<file path="src/mexp_pkg.sv">
// Shared widths, register codes and control structs for the modular exponentiation block.
`default_nettype none

package mexp_pkg;

  // Operand widths.
  localparam int MOD_WIDTH       = 32;
  localparam int EXP_WIDTH       = 64;
  localparam int BASE_WIDTH      = 64;
  localparam int OUT_WIDTH       = 32;
  localparam int CFG_DATA_WIDTH  = 64;
  localparam int CFG_INDEX_WIDTH = 2;

  // The serial multiply step counter must hold the longest operand length.
  localparam int CNT_WIDTH = $clog2(BASE_WIDTH + 1);
  localparam logic [CNT_WIDTH-1:0] STEPS_REDUCE = CNT_WIDTH'(BASE_WIDTH);
  localparam logic [CNT_WIDTH-1:0] STEPS_MULT   = CNT_WIDTH'(MOD_WIDTH);

  // Configuration register indexes.
  localparam logic [CFG_INDEX_WIDTH-1:0] REG_MODULUS  = CFG_INDEX_WIDTH'(0);
  localparam logic [CFG_INDEX_WIDTH-1:0] REG_EXPONENT = CFG_INDEX_WIDTH'(1);

  // Register reset values.
  localparam logic [MOD_WIDTH-1:0] MODULUS_RESET  = MOD_WIDTH'(3233);
  localparam logic [EXP_WIDTH-1:0] EXPONENT_RESET = EXP_WIDTH'(17);

  // Commands from the controller to the datapath.
  typedef struct packed {
    logic load;       // start a new transaction: copy exponent, set accumulator to one
    logic start_red;  // reduce the incoming base by the modulus
    logic start_mul;  // accumulator times power
    logic start_sqr;  // power times power
    logic cap_acc;    // take the unit result into the accumulator
    logic cap_pw;     // take the unit result into the power
    logic shift_exp;  // move on to the next exponent bit
    logic publish;    // load the output register
  } mexp_cmd_t;

  // Status from the datapath to the controller.
  typedef struct packed {
    logic unit_done;
    logic exp_zero;
    logic exp_lsb;
    logic out_full;
  } mexp_sts_t;

endpackage

`default_nettype wire

</file>
<file path="src/mexp_if.sv">
// Valid/ready channel interfaces for the base input and the result output.
`default_nettype none

interface mexp_base_if import mexp_pkg::*; ();
  logic                  valid;
  logic                  ready;
  logic [BASE_WIDTH-1:0] base_value;

  modport source (output valid, output base_value, input ready);
  modport sink   (input valid, input base_value, output ready);
endinterface

interface mexp_result_if import mexp_pkg::*; ();
  logic                 valid;
  logic                 ready;
  logic [OUT_WIDTH-1:0] power_result;

  modport source (output valid, output power_result, input ready);
  modport sink   (input valid, input power_result, output ready);
endinterface

`default_nettype wire

</file>
<file path="src/mexp_mulmod.sv">
// Bit-serial interleaved modular multiplier, one operand bit per cycle, MSB first.
`default_nettype none

module mexp_mulmod import mexp_pkg::*; (
  input  logic                  clk,
  input  logic                  rst,
  input  logic                  start,
  input  logic [MOD_WIDTH-1:0]  op_a,
  input  logic [BASE_WIDTH-1:0] op_bits,
  input  logic [CNT_WIDTH-1:0]  steps,
  input  logic [MOD_WIDTH-1:0]  modulus,
  output logic                  done,
  output logic [MOD_WIDTH-1:0]  result
);

  logic                  busy;
  logic [CNT_WIDTH-1:0]  cnt;
  logic [BASE_WIDTH-1:0] bits;
  logic [MOD_WIDTH-1:0]  a_reg;
  logic [MOD_WIDTH-1:0]  r;
  logic [MOD_WIDTH-1:0]  r_next;

  logic [MOD_WIDTH+1:0] t;
  logic [MOD_WIDTH+1:0] m1;
  logic [MOD_WIDTH+1:0] m2;

  // With r below m and a at most m, 2r + a stays below 3m, so at most 2m comes off.
  always_comb begin
    m1 = {2'b00, modulus};
    m2 = {1'b0, modulus, 1'b0};
    t  = {1'b0, r, 1'b0} + (bits[BASE_WIDTH-1] ? {2'b00, a_reg} : '0);
    if (t >= m2) begin
      r_next = MOD_WIDTH'(t - m2);
    end else if (t >= m1) begin
      r_next = MOD_WIDTH'(t - m1);
    end else begin
      r_next = MOD_WIDTH'(t);
    end
  end

  always_ff @(posedge clk) begin
    if (rst) begin
      busy <= 1'b0;
      done <= 1'b0;
    end else begin
      done <= busy && (cnt == CNT_WIDTH'(1));
      if (start) begin
        busy <= 1'b1;
      end else if (busy && (cnt == CNT_WIDTH'(1))) begin
        busy <= 1'b0;
      end
    end
    if (start) begin
      r     <= '0;
      cnt   <= steps;
      bits  <= op_bits;
      a_reg <= op_a;
    end else if (busy) begin
      r    <= r_next;
      cnt  <= cnt - CNT_WIDTH'(1);
      bits <= {bits[BASE_WIDTH-2:0], 1'b0};
    end
  end

  assign result = r;

  a_fully_reduced: assert property (@(posedge clk) disable iff (rst)
    done && (modulus != '0) |-> (r < modulus))
    else $error("multiplier result not below the modulus");

endmodule

`default_nettype wire

</file>
<file path="src/mexp_datapath.sv">
// Configuration registers, exponentiation operands, shared multiplier and output register.
`default_nettype none

module mexp_datapath import mexp_pkg::*; (
  input  logic                       clk,
  input  logic                       rst,
  input  logic                       cfg_write_enable,
  input  logic [CFG_INDEX_WIDTH-1:0] cfg_index,
  input  logic [CFG_DATA_WIDTH-1:0]  cfg_data,
  input  logic [BASE_WIDTH-1:0]      base_value,
  input  mexp_cmd_t                  cmd,
  output mexp_sts_t                  sts,
  mexp_result_if.source              result_out
);

  logic [MOD_WIDTH-1:0] modulus;
  logic [EXP_WIDTH-1:0] exponent;
  logic [EXP_WIDTH-1:0] exp_work;
  logic [MOD_WIDTH-1:0] acc;
  logic [MOD_WIDTH-1:0] pw;
  logic                 out_valid;
  logic [OUT_WIDTH-1:0] out_data;

  logic                  unit_start;
  logic [MOD_WIDTH-1:0]  unit_a;
  logic [BASE_WIDTH-1:0] unit_bits;
  logic [CNT_WIDTH-1:0]  unit_steps;
  logic                  unit_done;
  logic [MOD_WIDTH-1:0]  unit_result;

  always_ff @(posedge clk) begin
    if (rst) begin
      modulus  <= MODULUS_RESET;
      exponent <= EXPONENT_RESET;
    end else if (cfg_write_enable) begin
      case (cfg_index)
        REG_MODULUS:  modulus  <= cfg_data[MOD_WIDTH-1:0];
        REG_EXPONENT: exponent <= cfg_data[EXP_WIDTH-1:0];
        default: ;
      endcase
    end
  end

  // Operand selection for the shared multiplier; reduction multiplies the base by one.
  always_comb begin
    unit_start = cmd.start_red || cmd.start_mul || cmd.start_sqr;
    if (cmd.start_red) begin
      unit_a     = MOD_WIDTH'(1);
      unit_bits  = base_value;
      unit_steps = STEPS_REDUCE;
    end else if (cmd.start_mul) begin
      unit_a     = acc;
      unit_bits  = {pw, {(BASE_WIDTH-MOD_WIDTH){1'b0}}};
      unit_steps = STEPS_MULT;
    end else begin
      unit_a     = pw;
      unit_bits  = {pw, {(BASE_WIDTH-MOD_WIDTH){1'b0}}};
      unit_steps = STEPS_MULT;
    end
  end

  mexp_mulmod u_mulmod (
    .clk     (clk),
    .rst     (rst),
    .start   (unit_start),
    .op_a    (unit_a),
    .op_bits (unit_bits),
    .steps   (unit_steps),
    .modulus (modulus),
    .done    (unit_done),
    .result  (unit_result)
  );

  always_ff @(posedge clk) begin
    if (cmd.load) begin
      exp_work <= exponent;
      acc      <= MOD_WIDTH'(1);
    end else begin
      if (cmd.shift_exp) begin
        exp_work <= {1'b0, exp_work[EXP_WIDTH-1:1]};
      end
      if (cmd.cap_acc) begin
        acc <= unit_result;
      end
    end
    if (cmd.cap_pw) begin
      pw <= unit_result;
    end
  end

  // A zero modulus admits no reduction and always gives zero.
  always_ff @(posedge clk) begin
    if (rst) begin
      out_valid <= 1'b0;
    end else if (cmd.publish) begin
      out_valid <= 1'b1;
    end else if (result_out.ready) begin
      out_valid <= 1'b0;
    end
    if (cmd.publish) begin
      out_data <= (modulus == '0) ? '0 : OUT_WIDTH'(acc);
    end
  end

  assign result_out.valid        = out_valid;
  assign result_out.power_result = out_data;

  assign sts.unit_done = unit_done;
  assign sts.exp_zero  = (exp_work == '0);
  assign sts.exp_lsb   = exp_work[0];
  assign sts.out_full  = out_valid && !result_out.ready;

endmodule

`default_nettype wire

</file>
<file path="src/mexp_controller.sv">
// Sequencer for reduction and the square-and-multiply rounds.
`default_nettype none

module mexp_controller import mexp_pkg::*; (
  input  logic      clk,
  input  logic      rst,
  input  logic      in_valid,
  output logic      in_ready,
  input  mexp_sts_t sts,
  output mexp_cmd_t cmd
);

  typedef enum logic [2:0] {
    S_IDLE,
    S_RED_WAIT,
    S_CHECK,
    S_MUL_WAIT,
    S_SQR_WAIT,
    S_OUT
  } state_t;

  state_t state;
  state_t state_next;

  always_comb begin
    cmd        = '0;
    state_next = state;
    in_ready   = (state == S_IDLE);
    case (state)
      S_IDLE: begin
        if (in_valid) begin
          cmd.load      = 1'b1;
          cmd.start_red = 1'b1;
          state_next    = S_RED_WAIT;
        end
      end
      S_RED_WAIT: begin
        if (sts.unit_done) begin
          cmd.cap_pw = 1'b1;
          state_next = S_CHECK;
        end
      end
      S_CHECK: begin
        if (sts.exp_zero) begin
          state_next = S_OUT;
        end else if (sts.exp_lsb) begin
          cmd.start_mul = 1'b1;
          state_next    = S_MUL_WAIT;
        end else begin
          cmd.start_sqr = 1'b1;
          state_next    = S_SQR_WAIT;
        end
      end
      S_MUL_WAIT: begin
        // The square reads the power, which the multiply leaves unchanged.
        if (sts.unit_done) begin
          cmd.cap_acc   = 1'b1;
          cmd.start_sqr = 1'b1;
          state_next    = S_SQR_WAIT;
        end
      end
      S_SQR_WAIT: begin
        if (sts.unit_done) begin
          cmd.cap_pw    = 1'b1;
          cmd.shift_exp = 1'b1;
          state_next    = S_CHECK;
        end
      end
      S_OUT: begin
        if (!sts.out_full) begin
          cmd.publish = 1'b1;
          state_next  = S_IDLE;
        end
      end
      default: begin
        state_next = S_IDLE;
      end
    endcase
  end

  always_ff @(posedge clk) begin
    if (rst) begin
      state <= S_IDLE;
    end else begin
      state <= state_next;
    end
  end

endmodule

`default_nettype wire

</file>
<file path="src/modular_exponentiation.sv">
// Top level of the modular exponentiation block: base in, base^exponent mod modulus out.
//
// Each transaction on base_in carries a 64-bit base; exactly one transaction on
// result_out follows, carrying base^exponent mod modulus. An exponent of zero gives 1,
// and a zero modulus gives 0. The modulus and exponent are written through the plain
// configuration port (index 0 modulus, index 1 exponent) while the block is idle.
//
// The block works on one base at a time. A single bit-serial modular multiplier does
// all the arithmetic, one operand bit per cycle: the base reduction walks all 64 bits
// of the base, and every square or multiply the MOD_WIDTH bits of the power.
// The next base is taken as soon as the previous result sits in the output register.
//
// Synchronous reset returns the sequencer to idle, empties the output register and
// restores the modulus to 3233 and the exponent to 17. If the receiver stalls, the
// result waits in the output register; a further base may then be processed, but its
// result is held back until the output register has been emptied.
`default_nettype none

module modular_exponentiation import mexp_pkg::*; (
  input  logic                       clk,
  input  logic                       rst,
  input  logic                       cfg_write_enable,
  input  logic [CFG_INDEX_WIDTH-1:0] cfg_index,
  input  logic [CFG_DATA_WIDTH-1:0]  cfg_data,
  mexp_base_if.sink                  base_in,
  mexp_result_if.source              result_out
);

  mexp_cmd_t cmd;
  mexp_sts_t sts;
  logic      in_ready;

  // The sequencer decides when a base is taken and which operation runs next.
  mexp_controller u_controller (
    .clk      (clk),
    .rst      (rst),
    .in_valid (base_in.valid),
    .in_ready (in_ready),
    .sts      (sts),
    .cmd      (cmd)
  );

  assign base_in.ready = in_ready;

  // The datapath holds the registers, operands, multiplier and output stage.
  mexp_datapath u_datapath (
    .clk              (clk),
    .rst              (rst),
    .cfg_write_enable (cfg_write_enable),
    .cfg_index        (cfg_index),
    .cfg_data         (cfg_data),
    .base_value       (base_in.base_value),
    .cmd              (cmd),
    .sts              (sts),
    .result_out       (result_out)
  );

  // Only one base is in flight: after an accepted transaction the input closes.
  a_one_in_flight: assert property (@(posedge clk) disable iff (rst)
    base_in.valid && base_in.ready |=> !base_in.ready)
    else $error("input accepted while a base was still in progress");

  // A result is never written over one that is still waiting.
  a_no_overwrite: assert property (@(posedge clk) disable iff (rst)
    cmd.publish |-> !sts.out_full)
    else $error("output register overwritten before the transaction completed");

  // The shared multiplier is started for at most one operation at a time.
  a_single_start: assert property (@(posedge clk) disable iff (rst)
    $onehot0({cmd.start_red, cmd.start_mul, cmd.start_sqr}))
    else $error("multiplier started for two operations at once");

endmodule

`default_nettype wire
</file>
<file path="src/flat_wrapper.sv">
// flat-port wrapper written by rule: the top's interface ports become plain ports
module modular_exponentiation_flat import mexp_pkg::*;
  (clk, rst, cfg_write_enable, cfg_index, cfg_data, base_in_valid, base_in_base_value, base_in_ready, result_out_valid, result_out_power_result, result_out_ready);
  mexp_base_if base_in_i ();
  mexp_result_if result_out_i ();
  input  logic clk;
  input  logic rst;
  input  logic cfg_write_enable;
  input  logic [CFG_INDEX_WIDTH-1:0] cfg_index;
  input  logic [CFG_DATA_WIDTH-1:0] cfg_data;
  input wire logic [$bits(base_in_i.valid)-1:0] base_in_valid;
  input wire logic [$bits(base_in_i.base_value)-1:0] base_in_base_value;
  output wire logic [$bits(base_in_i.ready)-1:0] base_in_ready;
  output wire logic [$bits(result_out_i.valid)-1:0] result_out_valid;
  output wire logic [$bits(result_out_i.power_result)-1:0] result_out_power_result;
  input wire logic [$bits(result_out_i.ready)-1:0] result_out_ready;
  assign base_in_i.valid = base_in_valid;
  assign base_in_i.base_value = base_in_base_value;
  assign base_in_ready = base_in_i.ready;
  assign result_out_valid = result_out_i.valid;
  assign result_out_power_result = result_out_i.power_result;
  assign result_out_i.ready = result_out_ready;
  modular_exponentiation u_core (.clk(clk), .rst(rst), .cfg_write_enable(cfg_write_enable), .cfg_index(cfg_index), .cfg_data(cfg_data), .base_in(base_in_i), .result_out(result_out_i));
endmodule
</file>
<file path="config.mk">
export PLATFORM = sky130hd
export DESIGN_NAME = modular_exponentiation_flat
export DESIGN_NICKNAME = d
export VERILOG_FILES = /design/src/mexp_pkg.sv /design/src/mexp_if.sv /design/src/mexp_mulmod.sv /design/src/mexp_datapath.sv /design/src/mexp_controller.sv /design/src/modular_exponentiation.sv /design/src/flat_wrapper.sv
export SDC_FILE = /design/constraint.sdc
export NUM_CORES = 1
export LEC_CHECK = 0
export BUFFER_PORTS_ARGS = -buffer_cell sky130_fd_sc_hd__buf_2
export CORE_MARGIN = 2
export CORE_UTILIZATION = 35
export DETAILED_ROUTE_END_ITERATION = 10
export PLACE_DENSITY_LB_ADDON = 0.3
export SYNTH_ARGS = -nofsm -noshare
export SYNTH_HDL_FRONTEND = slang
export SYNTH_SLANG_ARGS = --single-unit
export TNS_END_PERCENT = 100
</file>
<file path="constraint.sdc">
create_clock -name clk -period 14.6 [get_ports clk]
set_clock_uncertainty 0.2 [all_clocks]
set_input_delay 2.19 -clock clk [delete_from_list [all_inputs] [get_ports clk]]
set_output_delay 2.19 -clock clk [all_outputs]
set_load 0.05 [all_outputs]
</file>
**After elaboration in Yosys (flattened, before gate mapping)**

Index checks and enable logic that the tools add are counted.
Widths: inputs -> output; s select.

- Input port bits: 135
- Word-level logic and storage cells: 85
- Register bits: 397

- Muxes and demuxes: 37
- Eq/ne operators: 11
- Magnitude comparators: 2
- Reductions and logical operators: 17
- Add/subtract/negate cells: 4

Operator list:

| kind | count |
|---|---|
| $mux 64 | 5 |
| $mux 32 | 4 |
| $logic_not 64->1 | 1 |
| $sub 32x32->32 | 2 |
| $add 33x32->34 | 1 |
| $ge 34x32->1 | 1 |
| $ge 34x33->1 | 1 |
| $logic_not 32->1 | 1 |
| $mux 7 | 3 |
| $mux 3 | 6 |
| $pmux 3 s5 | 1 |
| $mux 1 | 12 |
| $mux 2 | 4 |
| $reduce_bool 2->1 | 4 |
| $eq 7x1->1 const B | 1 |
| $sub 7x1->7 const B | 1 |
| $eq 3x2->1 const B | 2 |
| $eq 3x3->1 const B | 2 |
| $ne 2x2->1 const B | 3 |
| $pmux 1 s2 | 2 |
| $reduce_and 2->1 | 2 |
| $reduce_and 4->1 | 1 |
| $eq 3x1->1 const B | 1 |
| $logic_not 3->1 | 1 |
| 7 further kinds | 9 |

**Longest topological paths before layout**

Gate-level depths: netlist (run 1).

- Depth in word-level cells: 6
- Mapped depth: 23

**Cells and area by module**

A second synthesis (run 1) with hierarchy kept.

- Cell total of the unflattened synthesis: 2173
- Area, all modules: 22161.3 µm²

Modules (own cells, without submodules):

| module | cells each | area an instance (µm²) | instances |
|---|---|---|---|
| mexp_mulmod | 1191 | 11165.7 | 1 |
| mexp_datapath | 945 | 10679.0 | 1 |
| mexp_controller | 37 | 316.6 | 1 |

**Worst setup path before layout (run 1)**

OpenSTA, ideal clock, no wires.

- Path kind: input to register
- Start: input port base_in_valid
- End: register u_core.u_datapath.exp_work[0] (enable)
- Stages: 2
- Required time: 13835 ps
- Setup time: 565 ps
- Setup slack: 7240 ps
- Buffers on the path: 0
- Data arrival time: 6595 ps
- Cells stage by stage: mux2i_1 > nor3_1

- Word-level cells in the longest chain between the ends: 3

RTL lines:

| what | line | RTL |
|---|---|---|
| start: declaration | flat_wrapper.sv:11 | `input wire logic [$bits(base_in_i.valid)-1:0] base_in_valid;` |
| $mux 2 | mexp_controller.sv:31 | `if (in_valid) begin` |
| $mux 2 | mexp_controller.sv:29 | `case (state)` |
| $reduce_bool 2->1 (no source line) | n/a |  |
| end signal: assignment | mexp_datapath.sv:76 | `exp_work <= exponent;` |
| end signal: assignment | mexp_datapath.sv:80 | `exp_work <= {1'b0, exp_work[EXP_WIDTH-1:1]};` |
| end: declaration | mexp_datapath.sv:18 | `logic [EXP_WIDTH-1:0] exp_work;` |

Every way passes these cells.
A chain may end at the register's enable or synchronous reset.

**Worst setup path in the final report (run 1)**

- Start: register u_core.u_datapath.u_mulmod.bits[63]
- End: register u_core.u_datapath.u_mulmod.r[30], in the netlist u_core.u_datapath.u_mulmod.result[30]

- Word-level cells in the longest chain between the ends: 5

RTL lines:

| what | line | RTL |
|---|---|---|
| start: declaration | mexp_mulmod.sv:18 | `logic [BASE_WIDTH-1:0] bits;` |
| start signal: assignment | mexp_mulmod.sv:56 | `bits <= op_bits;` |
| start signal: assignment | mexp_mulmod.sv:61 | `bits <= {bits[BASE_WIDTH-2:0], 1'b0};` |
| $mux 32 (*) | mexp_mulmod.sv:31 | `t = {1'b0, r, 1'b0} + (bits[BASE_WIDTH-1] ? {2'b00, a_reg} : '0);` |
| $add 33x32->34 (*) | mexp_mulmod.sv:31 |  |
| $sub 32x32->32 or $ge 34x32->1 (tied branches) | mexp_mulmod.sv:35, mexp_mulmod.sv:34 |  |
| $mux 32 | mexp_mulmod.sv:34 | `end else if (t >= m1) begin` |
| $mux 32 (*) | mexp_mulmod.sv:32 | `if (t >= m2) begin` |
| end signal: assignment | mexp_mulmod.sv:59 | `r <= r_next;` |
| end: declaration | mexp_mulmod.sv:20 | `logic [MOD_WIDTH-1:0] r;` |

Every way passes the cells marked *; elsewhere a longest branch is shown, timed or not.

==> metrics, run 1 <==
I/O Pins ~170; area occupied by multi-input gates approximately 11000 µm²; Post-Syn Nets 2660; Max Freq ~0.14 GHz; Clock Tree Buf Depth 3; I/O Buffers between 150 and 200; top flop regs u_core.u_datapath.exp_work (64), u_core.u_datapath.exponent (64), u_core.u_datapath.u_mulmod.bits (64); synthesis-to-layout area growth 13.7%; Leak 9.60 nW; CP Capture Type register; drt pass-1 iters 5; status finished, final reports clean; post-DP HPWL approximately 46000 µm; delay-heaviest family, CP compound AO/OA/AOI/OAI gates; Max Cap Viol 0; actual slew at the worst max-slew pin 1.06 ns; Rows 91; gp weighted congestion ~0.9; final worst slack between 7 and 8 ns; clock sinks ~400; Crit-path slowest cell edfxtp_1; H-tree depth 2; total CTS buffers 44; Setup TNS 0 ns; largest net degree at the start of global routing ~100; PnR Total Power 6.81 mW; CP Max Fanout 33; sequential share of the synthesized area 47.3%; final setup fails 0; Post-synth EDFFs between 200 and 250; Worst Path Buf+Inv 1; first-pass GRT wire length between 90000 and 100000 µm; Post-synth ARST share 0%; final hold slack 0.254 ns; Reg clk slew, reported paths approximately 0.060 ns; count of different cell masters after synthesis 88; Slew headroom 29.4%; crit-path cells and2_1 -> ha_1 -> inv_1 -> fa_1 -> nor2b_1 -> o31a_1 -> o21ai_0 -> a21oi_1 -> nor2_1 -> o311ai_0 -> ha_1 -> a21oi_1 -> o21ai_0 -> o41ai_1 -> nand3_1 -> a211o_1 -> nand2_1 -> nand2_2 -> o311a_1 -> a22o_1; unrepaired setup endpoints after global routing false; final slew viol count 0; fillers a little over 6000; Critical Path RT ~15 ns; Placed Area between 20000 and 25000 µm²; full die area approximately 64000 µm²; worst-skew pair later-pin latency 0.58 ns; post-CTS setup repair buffer count 0; Reg area roughly 10000 µm²; Total GRT Usage a little under 20%; post_cts resized 0; Peak VDD IR about 0.15 mV; worst min-delay path class reg -> reg; Avg Vias per Cell between 5 and 6; grt total ovfl 0; Die Y 253 µm; DRT Wirelength between 60000 and 70000 µm; fin crit share 48.4%; via count 18201; Mapped Cells between 2000 and 2500; Worst Setup Start Kind register; vias in the first global route 17456; DRT iter0 DRCs 1489; initial antenna violation count 1; Post-Synthesis Cell Area 21700 µm²; DR WL/cell between 15 and 20 µm; core area around 60000 µm²; synth warn 0; Hold Buf Count CTS 0; critical path type reg -> reg; Final ANT Viol Nets 0; share of layout cells above drive strength 1 11.6%; top_reg_cell synth edfxtp_1; CTS tree done; minimum clock period approximately 7 ns; Die Width roughly 250 µm; CTS Root Cell clkbuf_16; Starting Density 35.2%; Hold Fails Final Rpt 0; design area approximately 25000 µm²; syn_area_per_cell between 8 and 9 µm²; CP max stage delay just over 0.9 ns; power per cell area approximately 280 nW/µm²; signal arrival time at the worst endpoint around 7.3 ns; pre-CTS setup slack 7.65 ns; DRC Markers 0; # nets final 2766; Yosys reg bits approximately 400
[layout make-up]
cell class | instances | area share, %
multi-input combinational | 1832 | 43.2
sequential | 397 | 41.6
clock buffer | 58 | 4.88
timing repair buffer | 191 | 4.12
tap | 790 | 4.01
clock inverter | 24 | 1.15
inverter | 65 | 0.990
antenna | 1 | 0.0102
[placed cells by master (no fill, tap or decap), drive strengths merged, types with 38 or more instances in the layout]
master | netlist | layout
and2 | 39 | 39
clkbuf | 110 | 58
inv | 65 | 69
nor2b | 41 | 41
buf | 21 | 191
a21oi | 258 | 258
nor3 | 38 | 38
a22oi | 40 | 40
xnor2 | 50 | 50
o21ai | 73 | 73
dfxtp | 166 | 166
ha | 97 | 97
nor2 | 98 | 98
nand2 | 644 | 644
nand3 | 49 | 49
edfxtp | 231 | 231
[where the power goes]
part	leakage, nW	total [mW]	switching [mW]	internal, mW
combinational	5.29	3.93	2.53	1.41
clock	0.720	1.14	0.477	0.661
sequential	3.59	1.74	0.163	1.57
[stage by stage]
| stage | utilization (%) | instances |
|---|---|---|
| global placement | 37.7 | 3275 |
| global route | 40.1 | 3357 |
| floorplan | - | 2425 |
| detailed placement | 37.7 | 3275 |
| CTS | 40.1 | 3357 |
| finish | 40.1 | 3358 |
[worst min-delay path, cell delays in order (launching register included)]
cell,delay (ns)
dfxtp_1,0.31
nand2_1,0.05
a21oi_1,0.05
[per-layer routing]
metal	vias up	track usage [%]	wire, µm
met4	0	4.36	1180
met3	75	2.56	3290
li1	8890	-	-
met2	471	31.2	28400
met5	-	0	0
met1	8765	27.7	29900
[cells by family after synthesis]
kind of cell	share of synthesized area [%]
xor+xnor	2.99
flops	47.3
fa+ha+maj	5.88
mux	0.837
compound gates	18.1
buf+inv	3.68
simple gates	21.1
[cell usage after synthesis, types with 7 or more instances]
| cell type | instances | area share, % |
|---|---|---|
| nand2_1 | 642 | 11 |
| a21oi_1 | 257 | 5.9 |
| edfxtp_1 | 231 | 32 |
| dfxtp_1 | 166 | 15 |
| clkbuf_1 | 110 | 1.9 |
| nor2_1 | 98 | 1.7 |
| ha_1 | 97 | 5.6 |
| o21ai_0 | 67 | 1.5 |
| inv_1 | 64 | 1.1 |
| xnor2_1 | 50 | 2.0 |
| nand3_1 | 48 | 1.1 |
| nor2b_1 | 41 | 1.2 |
| a22oi_1 | 39 | 1.4 |
| and2_1 | 39 | 1.1 |
| nor3_1 | 37 | 0.85 |
| nor4_1 | 37 | 1.1 |
| a22o_1 | 32 | 1.3 |
| nand4_1 | 31 | 0.89 |
| a21o_1 | 29 | 1.0 |
| xor2_1 | 24 | 0.97 |
| o21a_1 | 20 | 0.69 |
| mux2i_1 | 17 | 0.79 |
| a211oi_1 | 16 | 0.55 |
| buf_2 | 15 | 0.35 |
| a31oi_1 | 14 | 0.40 |
| o221ai_1 | 12 | 0.48 |
| or3_1 | 12 | 0.35 |
| o211ai_1 | 11 | 0.38 |
| and3_1 | 10 | 0.29 |
| nand2b_1 | 10 | 0.29 |
| a211o_1 | 9 | 0.36 |
| a221oi_1 | 8 | 0.32 |
| o21bai_1 | 8 | 0.28 |
| o22ai_1 | 7 | 0.20 |
| o31ai_1 | 7 | 0.24 |
[path summary, 6_finish.rpt]
path,startpoint,to,slack [ns],depth (start not counted)
max,u_core.u_datapath.u_mulmod.bits[63],u_core.u_datapath.u_mulmod.result[30],7.54,20
min,u_core.u_datapath.exponent[49],u_core.u_datapath.exponent[49],0.25,2
max reg2reg,u_core.u_datapath.u_mulmod.bits[63],u_core.u_datapath.u_mulmod.result[30],7.54,20
min reg2reg,u_core.u_datapath.exponent[49],u_core.u_datapath.exponent[49],0.25,2
Power figures use the tool's default switching activity.
==> inputs of run 2 (changes only) <==
- clock period: 14.6 -> 6.2 ns (I/O delays scaled with it)
==> run 2 against run 1 <==
  * Setup slack worse by 7.1 ns
  * Highest routed layer unchanged
  * Design area up 5.1%
  * Hold slack worse by 0.0023 ns
  * Critical endpoint is now u_core.u_datapath.u_mulmod.result[8]
  * Largest power group unchanged
  * Clock power up 130%
  * Non-clock buffer count up 160
  * Critical path depth up 4
  * Cell count up 4.9%
  * First-iteration DRC count down 8.1%
  * Sequential power up 130%
==> metrics, run 2 (same netlist as run 1, synthesis figures left out) <==
status finished, final reports clean; vias in the first global route 18182 (+4.2%); post-DP HPWL 48800 µm (+5.6%); CP Capture Type register; final slew viol count 0 (unchanged); ant diodes 0 (-1); fillers 6138 (-0.81%); critical path type reg -> reg; Final Util 42.1% (+2.0 points); DRT Wirelength 65600 µm (+4.4%); Max Cap Viol 0 (unchanged); worst min-delay path class reg -> reg; I/O Pins 169 (unchanged); final setup fails 0 (unchanged); worst-skew pair later-pin latency 0.59 ns (about the same); fin crit share 93.3% (+45 points); Die Width 253 µm (unchanged); CTS tree done; Clock Tree Buf Depth 3 (unchanged); largest net degree at the start of global routing 127 (+23%); Starting Density 35.2% (unchanged); Rows 91 (unchanged); full die area 63900 µm² (unchanged); Total GRT Usage 20.2% (+0.80 points); area occupied by multi-input gates 10700 µm² (+0.14%); first-pass GRT wire length 102000 µm (+3.6%); Worst Setup Start Kind register; Critical Path Most Common Cell buf_4; total CTS buffers 47 (+6.8%); Post-Place Cells 3428 (+4.7%); DRC Markers 0 (unchanged); CTS Root Cell clkbuf_16; # nets final 2929 (+5.9%); grt total ovfl 0 (unchanged); PnR Total Power 17.8 mW (+160%); initial antenna violation count 0 (-1); synthesis-to-layout area growth 19.5%; Leak 10.4 nW (+8.2%); core area 61500 µm² (unchanged); DR WL/cell 18.6 µm (-0.43%); Slew headroom 27.4% (-2.0 points); Critical Path RT 6.45 ns (-8.43 ns); power per cell area 688 nW/µm² (+150%); share of layout cells above drive strength 1 17.0% (+5.4 points); pre-CTS setup slack 0.0624 ns (-7.59 ns); Avg Vias per Cell 5.33 (-1.7%); Peak VDD IR 0.338 mV (+130%); drt pass-1 iters 5 (unchanged); Non-Filler Instances 3522 (+4.9%); Max Freq 0.173 GHz (+22%); signal arrival time at the worst endpoint 6.04 ns (-1.30 ns); Die Y 253 µm (unchanged); most frequent cells in the layout 641 x nand2_1, 256 x a21oi_1, 231 x edfxtp_1; top flop regs u_core.u_datapath.exp_work (64), u_core.u_datapath.exponent (64), u_core.u_datapath.u_mulmod.bits (64); actual slew at the worst max-slew pin 1.09 ns (+0.0299 ns); commonest non-fill, non-tap cell in the layout nand2_1; final worst slack 0.415 ns (-7.13 ns); delay-heaviest family, CP compound AO/OA/AOI/OAI gates; Reg area 10300 µm² (unchanged); Worst Path Buf+Inv 6 (+5); DRT iter0 DRCs 1368 (-8.1%); Final ANT Viol Nets 0 (unchanged); Hold Fails Final Rpt 0 (unchanged); crit-path cells buf_4 -> and2_1 -> ha_1 -> nand4_1 -> nor3_2 -> buf_4 -> nand2_1 -> o21ai_0 -> nor2_1 -> buf_4 -> o311ai_1 -> buf_4 -> ha_1 -> buf_4 -> a21oi_1 -> o21ai_0 -> nand3_1 -> o2111ai_1 -> o32ai_2 -> o211a_4 -> nand2_2 -> buf_4 -> a221oi_1 -> nor2_1; CP Max Fanout 22 (-33%); Reg clk slew, reported paths 0.06 ns (about the same); minimum clock period 5.79 ns (-1.27 ns); I/O Buffers 168 (unchanged); gp weighted congestion 0.916 (+0.34%); clock sinks 397 (unchanged); Crit-path slowest cell edfxtp_1; via count 18758 (+3.1%); H-tree depth 2 (unchanged); CP max stage delay 0.49 ns (-0.44 ns)
[run 2: cell count changes in the layout (fill, tap and decap cells not counted), moves of 2 or more]
cell | before | now
buf_4 | 24 | 181
clkbuf_1 | 9 | 15
clkbuf_16 | 44 | 48
clkinv_1 | 6 | 2
buf_12 | 0 | 3
bufinv_16 | 4 | 1
clkinvlp_4 | 2 | 4
[run 2: stage by stage]
step           instance area, µm²  setup TNS [ns]  hold WS (ns)
6_report                    25900               0         0.252
5_1_grt                     25900        -0.00700         0.271
4_1_cts                     25800               0         0.254
3_5_place_dp                24300               0         0.246
3_3_place_gp                24300               0         0.242
2_1_floorplan               21700               0         0.232
[run 2: worst paths after layout]
path,from,end,slack [ns],cells past startpoint
setup / recovery,u_core.u_datapath.u_mulmod.bits[63],u_core.u_datapath.u_mulmod.result[8],0.41,24
hold / removal,u_core.u_datapath.exponent[63],u_core.u_datapath.exponent[63],0.25,2
setup reg to reg,u_core.u_datapath.u_mulmod.bits[63],u_core.u_datapath.u_mulmod.result[8],0.41,24
hold reg to reg,u_core.u_datapath.exponent[63],u_core.u_datapath.exponent[63],0.25,2
[run 2: timing repair]
item,in CTS,in global routing
resized for setup,0,6
endpoints found under the setup margin,0,28
hold buffers,0,0
buffers inserted,0,7
[run 2: cell type report]
type,count,share of cell area [%]
multi-input cells,1832,41.2
flip-flops and latches,397,39.6
repair buffers,351,8.71
clock buffers,68,5.12
well taps,790,3.82
inverters,65,0.942
clock inverters,19,0.623
[run 2: power by group]
| part | switching (mW) | leakage (nW) | internal, mW | total (mW) |
|---|---|---|---|---|
| clock | 1.12 | 0.718 | 1.54 | 2.66 |
| sequential | 0.366 | 3.59 | 3.71 | 4.07 |
| combinational | 6.49 | 6.07 | 4.59 | 11.1 |
[run 2: layer usage]
metal	global-route usage (%)	part of all wire [%]	up-vias
li1	-	-	9263
met1	28.5	48	8915
met2	32.3	45	491
met3	2.74	5.1	89
met4	5.60	2.5	0
met5	0	0	-
[run 2: worst min-delay path, delay by kind of cell, from the launching register on]
family             cells  cell delay, ns
and+or+nand+nor        1            0.05
AOI/OAI and AO/OA      1            0.05
DFF                    1            0.30
